==> src/rtl/xts_pkg.sv <==
`timescale 1ns / 1ps
// ----------------------------------------------------------------------------
// XML token splitter package
// Buffer sizing, delimiter characters and token kind codes.
// ----------------------------------------------------------------------------
package xts_pkg;

  localparam int BUFFER_DEPTH = 64;
  localparam int ADDR_W       = (BUFFER_DEPTH > 1) ? $clog2(BUFFER_DEPTH) : 1;
  localparam int CNT_W        = $clog2(BUFFER_DEPTH + 1);

  localparam logic [7:0] CH_LT    = 8'h3C;
  localparam logic [7:0] CH_QMARK = 8'h3F;
  localparam logic [7:0] CH_GT    = 8'h3E;
  localparam logic [7:0] CH_SPACE = 8'h20;
  localparam logic [7:0] CH_QUOTE = 8'h22;

  localparam logic [1:0] KIND_TAG     = 2'd0;
  localparam logic [1:0] KIND_CONTENT = 2'd1;
  localparam logic [1:0] KIND_KEY     = 2'd2;
  localparam logic [1:0] KIND_VALUE   = 2'd3;

  localparam logic [3:0] MASK_RESET = 4'hF;

endpackage

==> src/rtl/xml_token_splitter_core.sv <==
`timescale 1ns / 1ps
// ----------------------------------------------------------------------------
// XML token splitter core
// Splits an XML byte stream into tag, content, key and value tokens.
// ----------------------------------------------------------------------------
// Input channel: in_valid / in_stall / input_byte, one character per word.
// Output channel: out_valid / out_stall with token_kind, token_byte,
// token_end and token_truncated, one token character per word.
// Config: cfg_write / cfg_data write kind_enable_mask (tag, content, key,
// value enable bits); write only while the block is idle.
// An ordinary character is written to the token memory while it has room;
// past that it is dropped and the token marked truncated. A delimiter that
// closes an enabled, non-empty token starts a flush: the token is read back
// from the single-port memory, one word per cycle while the output is not
// stalled, each word registered into the output; input is held meanwhile.
// A delimiter that emits nothing does not stall the input.
// The receiver may stall at any time: the output word holds and the memory
// read pauses; input is taken again once the last read has been issued,
// even while that last word waits on the output.
// Reset (synchronous, active high) sets the before-header mode, empties the
// buffer, enables all kinds and drops any pending output.
// ----------------------------------------------------------------------------
module xml_token_splitter_core (
  input  logic       clk,
  input  logic       rst,
  input  logic       cfg_write,
  input  logic [3:0] cfg_data,
  input  logic       in_valid,
  output logic       in_stall,
  input  logic [7:0] input_byte,
  output logic       out_valid,
  input  logic       out_stall,
  output logic [1:0] token_kind,
  output logic [7:0] token_byte,
  output logic       token_end,
  output logic       token_truncated
);

  typedef enum logic [2:0] {
    MODE_BEFORE  = 3'd0,
    MODE_HEADER  = 3'd1,
    MODE_TAG     = 3'd2,
    MODE_KEY     = 3'd3,
    MODE_VALUE   = 3'd4,
    MODE_CONTENT = 3'd5
  } mode_t;

  typedef enum logic {
    ST_IDLE,
    ST_FLUSH
  } state_t;

  state_t state;
  mode_t  mode;
  mode_t  mode_next;

  logic [3:0]                    kind_enable_mask;
  logic [xts_pkg::CNT_W-1:0]     fill_count;
  logic                          overflow_flag;
  logic [xts_pkg::ADDR_W-1:0]    rd_idx;
  logic [xts_pkg::ADDR_W-1:0]    run_last;
  logic [1:0]                    run_kind;
  logic                          run_trunc;

  logic [7:0] token_mem [xts_pkg::BUFFER_DEPTH];

  logic                       in_take;
  logic                       is_delim;
  logic                       emit_req;
  logic [1:0]                 emit_kind;
  logic [xts_pkg::CNT_W-1:0]  emit_len;
  logic                       emit_go;
  logic                       buf_full;
  logic                       wr_en;
  logic                       rd_en;
  logic                       rd_last;

  assign in_stall = (state == ST_FLUSH);
  assign in_take  = in_valid && !in_stall;
  assign buf_full = (fill_count == xts_pkg::CNT_W'(xts_pkg::BUFFER_DEPTH));
  assign rd_en    = (state == ST_FLUSH) && (!out_valid || !out_stall);
  assign rd_last  = (rd_idx == run_last);

  always_comb begin
    is_delim  = 1'b0;
    emit_req  = 1'b0;
    emit_kind = xts_pkg::KIND_TAG;
    emit_len  = fill_count;
    mode_next = mode;
    case (mode)
      MODE_BEFORE: begin
        if (input_byte == xts_pkg::CH_LT) begin
          is_delim  = 1'b1;
          mode_next = MODE_BEFORE;
        end else if (input_byte == xts_pkg::CH_QMARK) begin
          is_delim  = 1'b1;
          mode_next = MODE_HEADER;
        end
      end
      MODE_HEADER: begin
        if (input_byte == xts_pkg::CH_GT) begin
          is_delim  = 1'b1;
          mode_next = MODE_CONTENT;
        end
      end
      MODE_TAG: begin
        if (input_byte == xts_pkg::CH_GT || input_byte == xts_pkg::CH_SPACE) begin
          is_delim  = 1'b1;
          emit_req  = 1'b1;
          emit_kind = xts_pkg::KIND_TAG;
          mode_next = (input_byte == xts_pkg::CH_GT) ? MODE_CONTENT : MODE_KEY;
        end
      end
      MODE_KEY: begin
        if (input_byte == xts_pkg::CH_GT) begin
          is_delim  = 1'b1;
          mode_next = MODE_CONTENT;
        end else if (input_byte == xts_pkg::CH_QUOTE) begin
          is_delim  = 1'b1;
          emit_req  = 1'b1;
          emit_kind = xts_pkg::KIND_KEY;
          emit_len  = (fill_count != '0) ? fill_count - 1'b1 : fill_count;
          mode_next = MODE_VALUE;
        end
      end
      MODE_VALUE: begin
        if (input_byte == xts_pkg::CH_QUOTE) begin
          is_delim  = 1'b1;
          emit_req  = 1'b1;
          emit_kind = xts_pkg::KIND_VALUE;
          mode_next = MODE_TAG;
        end
      end
      MODE_CONTENT: begin
        if (input_byte == xts_pkg::CH_LT) begin
          is_delim  = 1'b1;
          emit_req  = 1'b1;
          emit_kind = xts_pkg::KIND_CONTENT;
          mode_next = MODE_TAG;
        end
      end
      default: begin
        mode_next = mode;
      end
    endcase
  end

  assign emit_go = emit_req && (emit_len != '0) && kind_enable_mask[emit_kind];
  assign wr_en   = in_take && !is_delim && !buf_full;

  // token memory: one write port, registered read feeds the output word
  always_ff @(posedge clk) begin
    if (wr_en) begin
      token_mem[fill_count[xts_pkg::ADDR_W-1:0]] <= input_byte;
    end
    if (rd_en) begin
      token_byte <= token_mem[rd_idx];
    end
  end

  always_ff @(posedge clk) begin
    if (rst) begin
      state            <= ST_IDLE;
      mode             <= MODE_BEFORE;
      kind_enable_mask <= xts_pkg::MASK_RESET;
      fill_count       <= '0;
      overflow_flag    <= 1'b0;
      out_valid        <= 1'b0;
      rd_idx           <= '0;
    end else begin
      if (cfg_write) begin
        kind_enable_mask <= cfg_data;
      end
      if (in_take) begin
        if (is_delim) begin
          mode          <= mode_next;
          fill_count    <= '0;
          overflow_flag <= 1'b0;
          if (emit_go) begin
            state     <= ST_FLUSH;
            rd_idx    <= '0;
            run_last  <= xts_pkg::ADDR_W'(emit_len - 1'b1);
            run_kind  <= emit_kind;
            run_trunc <= overflow_flag;
          end
        end else if (buf_full) begin
          overflow_flag <= 1'b1;
        end else begin
          fill_count <= fill_count + 1'b1;
        end
      end
      if (rd_en) begin
        out_valid       <= 1'b1;
        token_kind      <= run_kind;
        token_end       <= rd_last;
        token_truncated <= run_trunc;
        if (rd_last) begin
          state <= ST_IDLE;
        end else begin
          rd_idx <= rd_idx + 1'b1;
        end
      end else if (!out_stall) begin
        out_valid <= 1'b0;
      end
    end
  end

`ifndef SYNTHESIS
  a_flush_empty_buf: assert property (@(posedge clk) disable iff (rst)
    (state == ST_FLUSH) |-> (fill_count == '0))
    else $error("buffer not empty during flush");

  a_fill_bound: assert property (@(posedge clk) disable iff (rst)
    fill_count <= xts_pkg::CNT_W'(xts_pkg::BUFFER_DEPTH))
    else $error("fill count beyond buffer depth");

  a_overflow_full: assert property (@(posedge clk) disable iff (rst)
    overflow_flag |-> buf_full)
    else $error("overflow set with room left");

  a_last_read_idle: assert property (@(posedge clk) disable iff (rst)
    (rd_en && rd_last) |=> (state == ST_IDLE && out_valid && token_end))
    else $error("last read did not end flush");

  a_stall_hold: assert property (@(posedge clk) disable iff (rst)
    (state == ST_FLUSH && out_valid && out_stall) |=> $stable(rd_idx))
    else $error("read advanced under output stall");
`endif

endmodule
==> config.mk <==
export PLATFORM = sky130hd
export DESIGN_NAME = xml_token_splitter_core
export DESIGN_NICKNAME = d
export VERILOG_FILES = /design/src/rtl/xts_pkg.sv /design/src/rtl/xml_token_splitter_core.sv
export SDC_FILE = /design/constraint.sdc
export NUM_CORES = 1
export LEC_CHECK = 0
export BUFFER_PORTS_ARGS = -buffer_cell sky130_fd_sc_hd__buf_4
export CAP_MARGIN = 30
export CORE_AREA = 2 2 214 195
export DETAILED_ROUTE_END_ITERATION = 10
export DIE_AREA = 0 0 216 197
export HOLD_SLACK_MARGIN = 0.08
export PLACE_DENSITY = 0.85
export SETUP_SLACK_MARGIN = 0.1
export SYNTH_ARGS = -nofsm -noshare
export SYNTH_HDL_FRONTEND = slang
export SYNTH_SLANG_ARGS = --single-unit
==> constraint.sdc <==
create_clock -name clk -period 4.1 [get_ports clk]
set_clock_uncertainty 0.15 [all_clocks]
set_input_delay 0.615 -clock clk [delete_from_list [all_inputs] [get_ports clk]]
set_output_delay 0.615 -clock clk [all_outputs]
set_load 0.02 [all_outputs]
# Yosys cells after proc, flatten, opt, wreduce, memory -nomap -nowiden
# Memory sizes are Yosys's and may differ from the RTL's. A register that Yosys moved wholly into a read port is not among the register bits.
# Cells that the tools add are included.
op_classes:
  addsub: 4
  magnitude_cmp: 1
  eq_ne: 20
  mux: 49
  n_bitwise: 1
  n_reduce_logical: 23
op_table:
  columns: ["cell", "n"]
  rows:
  - ["7-bit two-way mux", 6]
  - ["8-bit by 6-bit equality test with 1-bit output (second input constant)", 5]
  - ["6-bit two-way mux", 5]
  - ["3-bit two-way mux", 9]
  - ["1-bit two-way mux", 21]
  - ["3-bit case mux with 6 select lines", 1]
  - ["7-bit nonzero test", 2]
  - ["2-bit inequality test (second input constant)", 5]
  - ["9-bit AND reduction", 1]
  - ["7-bit by 1-bit adder with 7-bit output (second input constant)", 1]
  - ["7-bit equality test (second input constant)", 1]
  - ["7-bit by 1-bit subtractor with 7-bit output (second input constant)", 1]
  - ["6-bit by 1-bit adder with 6-bit output (second input constant)", 1]
  - ["3-bit by 2-bit equality test with 1-bit output (second input constant)", 2]
  - ["3-bit equality test (second input constant)", 2]
  - ["6-bit equality test", 1]
  - ["1-bit logical AND", 6]
  - ["2-bit two-way mux", 3]
  - ["3-bit inequality test (second input constant)", 2]
  - ["1-bit case mux with 6 select lines", 1]
  - ["2-bit case mux with 3 select lines", 1]
  - ["2-bit AND reduction", 3]
  - ["6-bit nonzero test", 1]
  - ["6-bit by 1-bit subtractor with 6-bit output (second input constant)", 1]
  - ["other kinds (11)", 16]
totals:
  regBits: 36
  mem_bits_rw: 512
  in_bits: 17
  word_cells: 112
  mem_count: 1
memory_table:
  columns: ["memory", "depth", "width", "rd", "rd_clocked_by_memory_dff", "wr", "line_no", "rtl"]
  rows:
  - ["token_mem", 64, 8, 1, 1, 1, "xml_token_splitter_core.sv:65", "logic [7:0] token_mem [xts_pkg::BUFFER_DEPTH];"]

# Depth between registers and ports, before layout
# Gate-level depths: netlist (run 1).
logic_depth:
  word_depth: 13
  depth_mapped: 15
  depth_no_buf: 13

# Worst setup path after synthesis (run 1)
# No wires, ideal clock.
synth_timing:
  kind: "in2reg"
  from: "input input_byte[4]"
  to: "register run_kind[0], enable pin"
  setup_time_ps: 390
  t_arrival_ps: 3550
  required_ps: 3560
  slack_ps: 10
  cell_stages: 11
  n_path_buf: 1
  path_cell_list: "or4_4 or3_1 buf_6 nor2_1 mux2_2 ha_1 inv_1 o41ai_1 o31ai_1 nor4_4 a211oi_1"
synth_via:
  elab_chain_cells: 8
synth_lines:
  columns: ["item", "line_no", "rtl"]
  rows:
  - ["from (decl)", "xml_token_splitter_core.sv:30", "input logic [7:0] input_byte,"]
  - ["8-bit by 6-bit equality test with 1-bit output", "xml_token_splitter_core.sv:118, xml_token_splitter_core.sv:127", null]
  - ["2-bit two-way mux or 7-bit two-way mux (tied branches)", "xml_token_splitter_core.sv:118", "end else if (input_byte == xts_pkg::CH_QUOTE) begin"]
  - ["2-bit two-way mux or 7-bit two-way mux (tied branches)", "xml_token_splitter_core.sv:115", "if (input_byte == xts_pkg::CH_GT) begin"]
  - ["2-bit case mux with 3 select lines or 7-bit two-way mux (tied branches)", "xml_token_splitter_core.sv:90", "case (mode)"]
  - ["1-bit binary-select mux with 2-bit select or 7-bit nonzero test (tied branches)", "xml_token_splitter_core.sv:148", "assign emit_go = emit_req && (emit_len != '0) && kind_enable_mask[emit_kind];"]
  - ["1-bit two-way mux (not written as such) or 1-bit logical AND (tied branches)", "xml_token_splitter_core.sv:148", null]
  - ["1-bit logical AND", "xml_token_splitter_core.sv:148", null]
  - ["4-bit AND reduction (no line) (*)", null, null]
  - ["to (signal assigned)", "xml_token_splitter_core.sv:183", "run_kind <= emit_kind;"]
  - ["to (decl)", "xml_token_splitter_core.sv:62", "logic [1:0] run_kind;"]
# Every way passes the cells marked *; elsewhere a longest branch is shown, timed or not. The select of a mux whose other input is x is not followed.
# A chain may end at the register's enable or synchronous reset.

# Worst setup path in the final report (run 1)
layout_timing:
  from: "register fill_count[1] (netlist bit)"
  to: "register run_last[1] (netlist bit), enable pin"
layout_via:
  elab_chain_cells: 9
layout_lines:
  columns: ["item", "line_no", "rtl"]
  rows:
  - ["from (decl)", "xml_token_splitter_core.sv:58", "logic [xts_pkg::CNT_W-1:0] fill_count;"]
  - ["from (signal assigned)", "xml_token_splitter_core.sv:189", "fill_count <= fill_count + 1'b1;"]
  - ["7-bit by 1-bit subtractor with 7-bit output or 7-bit nonzero test (tied branches)", "xml_token_splitter_core.sv:122", "emit_len = (fill_count != '0) ? fill_count - 1'b1 : fill_count;"]
  - ["7-bit two-way mux", "xml_token_splitter_core.sv:122", null]
  - ["7-bit two-way mux", "xml_token_splitter_core.sv:118", null]
  - ["7-bit two-way mux", "xml_token_splitter_core.sv:115", null]
  - ["7-bit two-way mux (*)", "xml_token_splitter_core.sv:90", null]
  - ["7-bit nonzero test (*)", "xml_token_splitter_core.sv:148", null]
  - ["1-bit logical AND (*) (2 in series)", "xml_token_splitter_core.sv:148", null]
  - ["4-bit AND reduction (no line) (*)", null, null]
  - ["to (signal assigned)", "xml_token_splitter_core.sv:182", "run_last <= xts_pkg::ADDR_W'(emit_len - 1'b1);"]
  - ["to (decl)", "xml_token_splitter_core.sv:61", "logic [xts_pkg::ADDR_W-1:0] run_last;"]
# Every way passes the cells marked *; elsewhere a longest branch is shown, timed or not.

==> flow_summary.json, run 1 <==
{
  "status": "finished clean",
  "grt_pass1_wl_mm": 78.9,
  "synth_area_leader_cell": "edfxtp_1",
  "critPathMaxFanout": 9,
  "hold_class": "primary input to register",
  "tightest_slew_ns": 0.898,
  "n_fill_cell": 2584,
  "tns_ns": 0,
  "detail_route.iter0.violations": 1635,
  "grt_max_degree": 73,
  "synth_commonest_cells": "edfxtp_1 (533), mux4_2 (168), nor2_1 (70)",
  "crit_chain": "inv_1 > ha_1 > nor2b_1 > and3b_1 > nor2_1 > mux2_2 > ha_1 > inv_1 > o41ai_1 > o31ai_1 > nor4_4 > a211oi_2",
  "period_share": 0.887,
  "fin_ws_ns": 0.464,
  "cp.arrival_ns": 3.68,
  "swShare": 0.201,
  "cts_max_level": 2,
  "synthDistinctLibCells": 62,
  "finalHoldViolCount": 0,
  "root_buffer": "clkbuf_16",
  "synth_warnings": 0,
  "async_flop_share": 0,
  "gp_congestion": 0.900,
  "critical-path-max-stage-delay_ns": 0.67,
  "die-area_um2": 42600,
  "met2_usage": 0.422,
  "combPwrFrac": 0.024,
  "drtPass1Iterations": 6,
  "cp_slowest_cell": "a211oi_2",
  "syn_inst": 1091,
  "finalSetupViolCount": 0,
  "start_kind": "register",
  "dpl_worst_slack_ns": 0.00217,
  "p_total_mw": 11.1,
  "power_density_nw_per_um2": 438,
  "core_um2": 40300,
  "clkTransAtPathRegs_ns": 0.06,
  "routedWlPerCell_um": 29.2,
  "fin_util": 0.632,
  "synth_area_um2": 22300,
  "nets": 1233,
  "rsz0062_at_grt": "no",
  "drc": 0,
  "vias": 11900,
  "cp.required_ns": 4.15,
  "max_slew_margin": 0.400,
  "synth_area_per_cell_um2": 20.5,
  "p_int_mw": 8.90,
  "multiInputGateArea_um2": 5570,
  "die_h_um": 197,
  "drt_wl_total_mm": 52.4,
  "cts.sinks": 556,
  "use_met3": 0.0404,
  "grt.total_usage": 0.253,
  "worstSetupEndpointType": "register",
  "yosys.area.top_type_share": 0.717,
  "p_seq_frac": 0.560,
  "synthFlopType": "edfxtp_1",
  "p_sw_mw": 2.24,
  "synth_nets": 1113,
  "antenna_found_initial": 1,
  "hpwlAfterDp_mm": 31.6,
  "numPortBuffers": 30,
  "synth_edf_count": 533,
  "layout-drive-gt1-share": 0.313,
  "p_leak_nw": 7.92,
  "period_minus_slack_ns": 3.64,
  "grt_use_met1": 0.351,
  "hold_buffers": 0,
  "holdWs_ns": 0.119,
  "clockPowerShare": 0.417,
  "synth_most_common_cell": "edfxtp_1",
  "rows": 70,
  "overflow": 0,
  "path_class": "register to register",
  "maxCapViolations": 0,
  "grt_pass1_vias": 12100,
  "cts_buffer_depth": 3,
  "synth-seq-area-share": 0.737,
  "antenna_left": 0,
  "synthTopCellsByArea": "edfxtp_1 (72%), mux4_2 (17%), dfxtp_1 (2.1%)",
  "cts_setup_buffers": 0,
  "clock_latency_ns": 0.58,
  "io_pins": 31,
  "viasPerCell": 6.61,
  "irDropWorstVdd_uv": 417,
  "cts-buffers-inserted": 51,
  "ys_seq_elements": 556,
  "final_max_slew_viol_count": 0,
  "syn_to_final_growth_pct": 14.0,
  "max_freq_ghz": 0.275,
  "fp.dieW_um": 216,
  "cts_tree": "built",
  "regArea_um2": 16500,
  "start_util": 0.554,
  "top_usage_layer": "met2",
  "cts_resized": 0
}
layout by cell type, fill, tap and decap left out, types with 3 or more instances in the layout:
cell         n
o21ai_1      3
nor2b_1      8
nand2b_1     5
inv_1       11
edfxtp_1   533
ha_1         5
bufinv_16    3
a31oi_1      3
o21a_1       4
o21ai_0      9
clkbuf_8     4
clkinv_1     9
and2_1       3
buf_12       6
a21oi_1     12
xor2_1       7
clkinv_2    12
mux4_2     168
buf_4      124
nor2_1      70
nand4_1      9
nand4b_1     5
dfxtp_1     19
mux2i_1      6
xnor2_1      7
o41ai_1      3
nand2_1     27
nor3_1      21
clkbuf_16   52
o41a_1       4
clkbuf_1    13
o22ai_1      3
nor4_1       8
nand3_1     18
o31ai_1      3
or4_1        4
or3_1        5
routing by layer:
metal,up-vias,part of all wire
met4,0,0.033
li1,4801,-
met2,759,0.50
met1,6169,0.38
met3,126,0.089
met5,-,0
stage by stage:
| step | cells | area (um2) |
|---|---|---|
| 5_1_grt | 1793 | 25500 |
| 3_3_place_gp | 1696 | 23800 |
| 6_report | 1794 | 25500 |
| 2_1_floorplan | 1091 | 22300 |
| 4_1_cts | 1793 | 25500 |
| 3_5_place_dp | 1698 | 23800 |
power by group through the flow:
stage | Sequential [mW] | Combinational, mW | Clock (mW)
floorplan | 6.36 | 0.0955 | 0
global placement | 6.36 | 0.242 | 0
detailed placement | 6.36 | 0.254 | 0
CTS | 6.24 | 0.258 | 4.68
global route | 6.24 | 0.277 | 4.88
finish | 6.24 | 0.263 | 4.64
worst paths after layout:
kind | slack, ns | endpoint | start | depth (start not counted)
setup / recovery | 0.46 | run_last[1] | fill_count[1] | 12
hold / removal | 0.12 | kind_enable_mask[2] | cfg_data[2] | 3
setup reg to reg | 0.46 | run_last[1] | fill_count[1] | 12
hold reg to reg | 0.32 | run_trunc | overflow_flag | 0
critical path: cells and delay by family (launching register included):
kind	cells	cell delay [ns]
simple gates	4	0.89
flops	1	0.31
buf+inv	2	0.31
mux	1	0.32
fa+ha+maj	2	0.42
compound gates	3	0.86
sequential cells by signal, indices dropped and copies added (netlist names):
name	flops
token_mem	512
token_byte	8
fill_count	7
rd_idx	6
run_last	6
kind_enable_mask	4
mode	3
run_kind	2
token_kind	2
in_stall	1
out_valid	1
overflow_flag	1
run_trunc	1
token_end	1
token_truncated	1
cells by family (layout without fill, tap and decap cells):
| logic type | Yosys count | count (layout) | synth area share |
|---|---|---|---|
| fa+ha+maj | 5 | 5 | 0.00280 |
| simple gates | 204 | 204 | 0.0485 |
| compound gates | 60 | 60 | 0.0196 |
| xor+xnor | 14 | 14 | 0.00549 |
| flops | 556 | 556 | 0.737 |
| buf+inv | 77 | 239 | 0.0137 |
| other cells | 0 | 1 | 0 |
| mux | 175 | 175 | 0.173 |
final cells by class:
| class | instances | share of cell area |
|---|---|---|
| Sequential cell | 556 | 0.647 |
| Multi-Input combinational cell | 458 | 0.219 |
| Clock buffer | 69 | 0.0552 |
| Timing Repair Buffer | 131 | 0.0415 |
| Tap cell | 540 | 0.0265 |
| Clock inverter | 26 | 0.00855 |
| Inverter | 13 | 0.00192 |
| Antenna cell | 1 | 0.0000983 |
No activity file was read; power rests on OpenSTA's default activity.
==> inputs of run 2 (changes only) <==
==> constraint.sdc (replaced) <==
create_clock -name clk -period 4.1 [get_ports clk]
set_clock_uncertainty 0.15 [all_clocks]
set_input_delay 0 -clock clk [delete_from_list [all_inputs] [get_ports clk]]
set_output_delay 0 -clock clk [all_outputs]
set_load 0.02 [all_outputs]
==> flow_summary.json, run 2 (same netlist as run 1, synthesis figures left out) <==
{
  "grt_pass1_vias": 12200,
  "fp.dieW_um": 216,
  "cpLargestDelayFamily": "simple AND/OR/NAND/NOR gates",
  "dpl_worst_slack_ns": 0.538,
  "rsz0062_at_grt": "no",
  "drtPass1Iterations": 6,
  "period_share": 0.899,
  "grt.total_usage": 0.259,
  "drt_wl_total_mm": 53.9,
  "max_freq_ghz": 0.271,
  "die-area_um2": 42600,
  "finalHoldViolCount": 0,
  "drc": 0,
  "overflow": 0,
  "status": "finished clean",
  "power_density_nw_per_um2": 435,
  "rows": 70,
  "hold_class": "primary input to register",
  "viasPerCell": 6.59,
  "cp.depth": 11,
  "start_kind": "register",
  "cts_resized": 0,
  "cts-buffers-inserted": 52,
  "layout-drive-gt1-share": 0.303,
  "cp_slowest_cell": "dfxtp_1",
  "grt_pass1_wl_mm": 80.0,
  "numPortBuffers": 30,
  "routedWlPerCell_um": 29.7,
  "tns_ns": 0,
  "final_common_cell": "edfxtp_1",
  "critPathMaxFanout": 14,
  "crit_chain": "nor3_1 > and3b_1 > nor2_1 > xnor2_1 > ha_1 > inv_1 > o41ai_1 > o31ai_1 > nor4_4 > a211oi_1 > buf_2",
  "worstSetupEndpointType": "register",
  "die_h_um": 197,
  "worstPathBufferInverterCount": 2,
  "hold_buffers": 29,
  "final_cell_mix": "edfxtp_1 (533), mux4_2 (168), buf_4 (126), nor2_1 (70), clkbuf_16 (53)",
  "fin_ws_ns": 0.414,
  "irDropWorstVdd_uv": 393,
  "cts_setup_buffers": 0,
  "cts.sinks": 556,
  "critical-path-max-stage-delay_ns": 0.46,
  "max_slew_margin": 0.358,
  "p_leak_nw": 8.04,
  "cp.required_ns": 4.28,
  "vias": 12000,
  "core_um2": 40300,
  "antenna_left": 0,
  "final_max_slew_viol_count": 0,
  "clock_latency_ns": 0.58,
  "finalSetupViolCount": 0,
  "hold_depth": 2,
  "cp.arrival_ns": 3.87,
  "placed_cells": 1700,
  "detail_route.iter0.violations": 1645,
  "hpwlAfterDp_mm": 32.2,
  "nets": 1265,
  "root_buffer": "clkbuf_16",
  "clkTransAtPathRegs_ns": 0.07,
  "cts_tree": "built",
  "tightest_slew_ns": 0.948,
  "gp_congestion": 0.885,
  "path_class": "register to register",
  "largest_reg_flops": 512,
  "antenna_found_initial": 1,
  "reg2reg_depth": 11,
  "cts_buffer_depth": 3,
  "syn_to_final_growth_pct": 15.2,
  "start_util": 0.554,
  "maxCapViolations": 0,
  "io_pins": 31,
  "final_cells": 1816,
  "cts_max_level": 2,
  "grt_max_degree": 63,
  "period_minus_slack_ns": 3.69
}
run 2: cell types whose count changed in the layout (fill, tap and decap cells not counted), moves of 2 or more:
cell and change:
clkinv_1 -2, dlygate4sd3_1 +29, buf_4 +2, clkbuf_8 -4, bufinv_16 +2, clkinv_2 -3
run 2: area by class of cell:
class	count	area (um2)
Timing Repair Buffer	162	1360
Clock buffer	66	1380
Tap cell	540	676
Inverter	13	48.8
Antenna cell	1	2.50
Clock inverter	20	223
Sequential cell	556	16500
Fill cell	2518	14600
Multi-Input combinational cell	458	5570
run 2: worst paths after layout:
check / endpoint / start / slack [ns]
worst max-delay path: run_last[3] / fill_count[4] / 0.41
worst min-delay path: token_mem[14][3] / input_byte[3] / 0.11
worst max register to register: run_last[3] / fill_count[4] / 0.41
worst min register to register: token_kind[0] / run_kind[0] / 0.34
run 2: per-stage QoR:
step	cell area (um2)	power, mW	hold WS [ns]	utilization
after floorplan	22300	6.46	-0.0511	-
after global placement	23800	6.59	0.0679	0.592
after detailed placement	23800	6.61	0.0803	0.592
after CTS	25700	11.2	0.0952	0.639
after global routing	25700	11.4	0.131	0.639
final	25700	11.2	0.112	0.639
run 2: metal layers:
layer  routed length [um]  up-vias  GRT usage
li1                     -     4841          -
met1                19800     6115      0.353
met2                26900      871      0.430
met3                 5210      144     0.0451
met4                 2000        2     0.0893
met5                   13        -          0
run 2: report_power, final:
group          switching, mW  leakage (nW)  internal, mW
logic                  0.194          2.25        0.0891
clock network           2.02         0.787          2.67
registers            0.00619          5.00          6.23
total                   2.22          8.04          8.99
==> inputs of run 3 (changes only) <==
Settings changed: CORE_AREA 2 2 214 195 to 2 2 256 233, DIE_AREA 0 0 216 197 to 0 0 258 235, PLACE_DENSITY 0.85 to 0.66, RECOVER_POWER set to 25.
==> flow_summary.json, run 3 (same netlist as run 1, synthesis figures left out) <==
{
  "syn_to_final_growth_pct": 16.8,
  "n_antenna_cell": 0,
  "detail_route.iter0.violations": 1133,
  "rsz0062_at_grt": "no",
  "routedWlPerCell_um": 24.4,
  "critPathMaxFanout": 24,
  "p_seq_frac": 0.557,
  "tightest_slew_ns": 2.72,
  "die-area_um2": 60600,
  "cts_buffer_depth": 3,
  "p_int_mw": 8.97,
  "overflow": 0,
  "core_um2": 57900,
  "start_util": 0.386,
  "io_pins": 31,
  "final_cell_mix": "edfxtp_1 (533), mux4_2 (168), buf_4 (119), nor2_1 (70), clkbuf_16 (53)",
  "clockPowerShare": 0.418,
  "hpwlAfterDp_mm": 32.1,
  "failed_checks": "max-capacitance violations, max-slew violations",
  "drt_wl_total_mm": 50.4,
  "finalSetupViolCount": 0,
  "dpl_cell_area_um2": 24100,
  "path_class": "primary input to register",
  "finalHoldViolCount": 0,
  "cp.arrival_ns": 4.04,
  "maxCapViolations": 2,
  "cp.required_ns": 4.21,
  "hold_class": "primary input to register",
  "numPortBuffers": 30,
  "swShare": 0.199,
  "period_share": 0.958,
  "fp.dieW_um": 258,
  "nets": 1273,
  "period_minus_slack_ns": 3.93,
  "irDropWorstVdd_uv": 308,
  "regArea_um2": 16500,
  "fin_ws_ns": 0.171,
  "p_sw_mw": 2.23,
  "final_common_cell": "edfxtp_1",
  "clkTransAtPathRegs_ns": 0.06,
  "gp_congestion": 0.802,
  "cts_tree": "built",
  "p_total_mw": 11.2,
  "worstSetupEndpointType": "register",
  "root_buffer": "clkbuf_16",
  "final_max_slew_viol_count": 130,
  "status": "complete, but fails checks",
  "tns_ns": 0,
  "holdWs_ns": 0.159,
  "max_freq_ghz": 0.255,
  "p_leak_nw": 8.04,
  "vias": 11400,
  "multiInputGateArea_um2": 5590,
  "die_h_um": 235,
  "n_fill_cell": 4837,
  "dpl_worst_slack_ns": 0.385,
  "antenna_found_initial": 3,
  "antenna_left": 0,
  "cts-buffers-inserted": 52,
  "final_area_um2": 26100,
  "power_density_nw_per_um2": 429,
  "max_slew_margin": -0.814,
  "viasPerCell": 5.52,
  "rows": 84,
  "cts_max_level": 2,
  "cts.sinks": 556,
  "largest_reg_flops": 512,
  "grt_pass1_wl_mm": 75.5,
  "drc": 0,
  "grt_pass1_vias": 11500,
  "clock_latency_ns": 0.59,
  "combPwrFrac": 0.025,
  "drtPass1Iterations": 5,
  "cts_setup_buffers": 0,
  "grt_max_degree": 65,
  "layout-drive-gt1-share": 0.298,
  "grt.total_usage": 0.167,
  "start_kind": "primary input"
}
run 3: changes by cell type in the layout (fill, tap and decap cells not counted), moves of 2 or more:
cell / before / now
nor4_2: 0 / 2
clkinv_2: 9 / 7
clkinvlp_4: 0 / 2
clkinv_1: 7 / 9
inv_6: 1 / 3
clkbuf_1: 13 / 26
dlygate4sd3_1: 29 / 34
buf_4: 126 / 119
nor4_1: 8 / 6
run 3: final cells by class:
type                            instances  share of cell area
Sequential cell                       556               0.631
Multi-Input combinational cell        458               0.214
Inverter                               13             0.00187
Tap cell                              774              0.0371
Clock buffer                           70              0.0537
Timing Repair Buffer                  170              0.0529
Clock inverter                         24             0.00887
run 3: power by group through the flow:
| stage | registers [mW] | clock network (mW) | logic (mW) |
|---|---|---|---|
| 6_report | 6.24 | 4.68 | 0.279 |
| 5_1_grt | 6.24 | 4.99 | 0.302 |
| 4_1_cts | 6.24 | 4.76 | 0.286 |
| 3_5_place_dp | 6.36 | 0 | 0.256 |
| 3_3_place_gp | 6.36 | 0 | 0.250 |
| 2_1_floorplan | 6.36 | 0 | 0.0952 |
run 3: what timing repair did:
item | 4_1_cts | 5_1_grt
hold endpoints to repair | 508 | 0
hold buffers | 35 | 0
gates resized for setup | 0 | 1
endpoints found under the setup margin | 0 | 96
run 3: routing by layer:
layer / global-route usage / part of all wire
met1: 0.239 / 0.42
met2: 0.265 / 0.47
met3: 0.0370 / 0.086
met4: 0.0357 / 0.016
met5: 0 / 0
run 3: path summary, 6_finish.rpt:
check                     start          endpoint  slack [ns]  depth (start not counted)
hold reg to reg   overflow_flag         run_trunc        0.32                          0
setup / recovery  input_byte[3]  token_mem[20][1]        0.17                         11
hold / removal              rst     fill_count[1]        0.16                          3
setup reg to reg        mode[1]       run_kind[1]        0.47                         11
run 3: critical path, cell delays in order:
cell	delay, ns
dlygate4sd3_1	0.59
clkbuf_1	0.16
buf_4	0.23
nor4bb_1	0.18
dlygate4sd3_1	0.59
and2_1	0.19
o21a_1	0.24
nor4_4	0.77
nand4b_1	0.56
nor2_1	0.25
buf_4	0.25
run 3: per-stage QoR:
step / utilization / cells
after global routing: 0.451 / 2065
after detailed placement: 0.417 / 1935
after CTS: 0.451 / 2064
after global placement: 0.417 / 1934
after floorplan: - / 1091
final: 0.451 / 2065
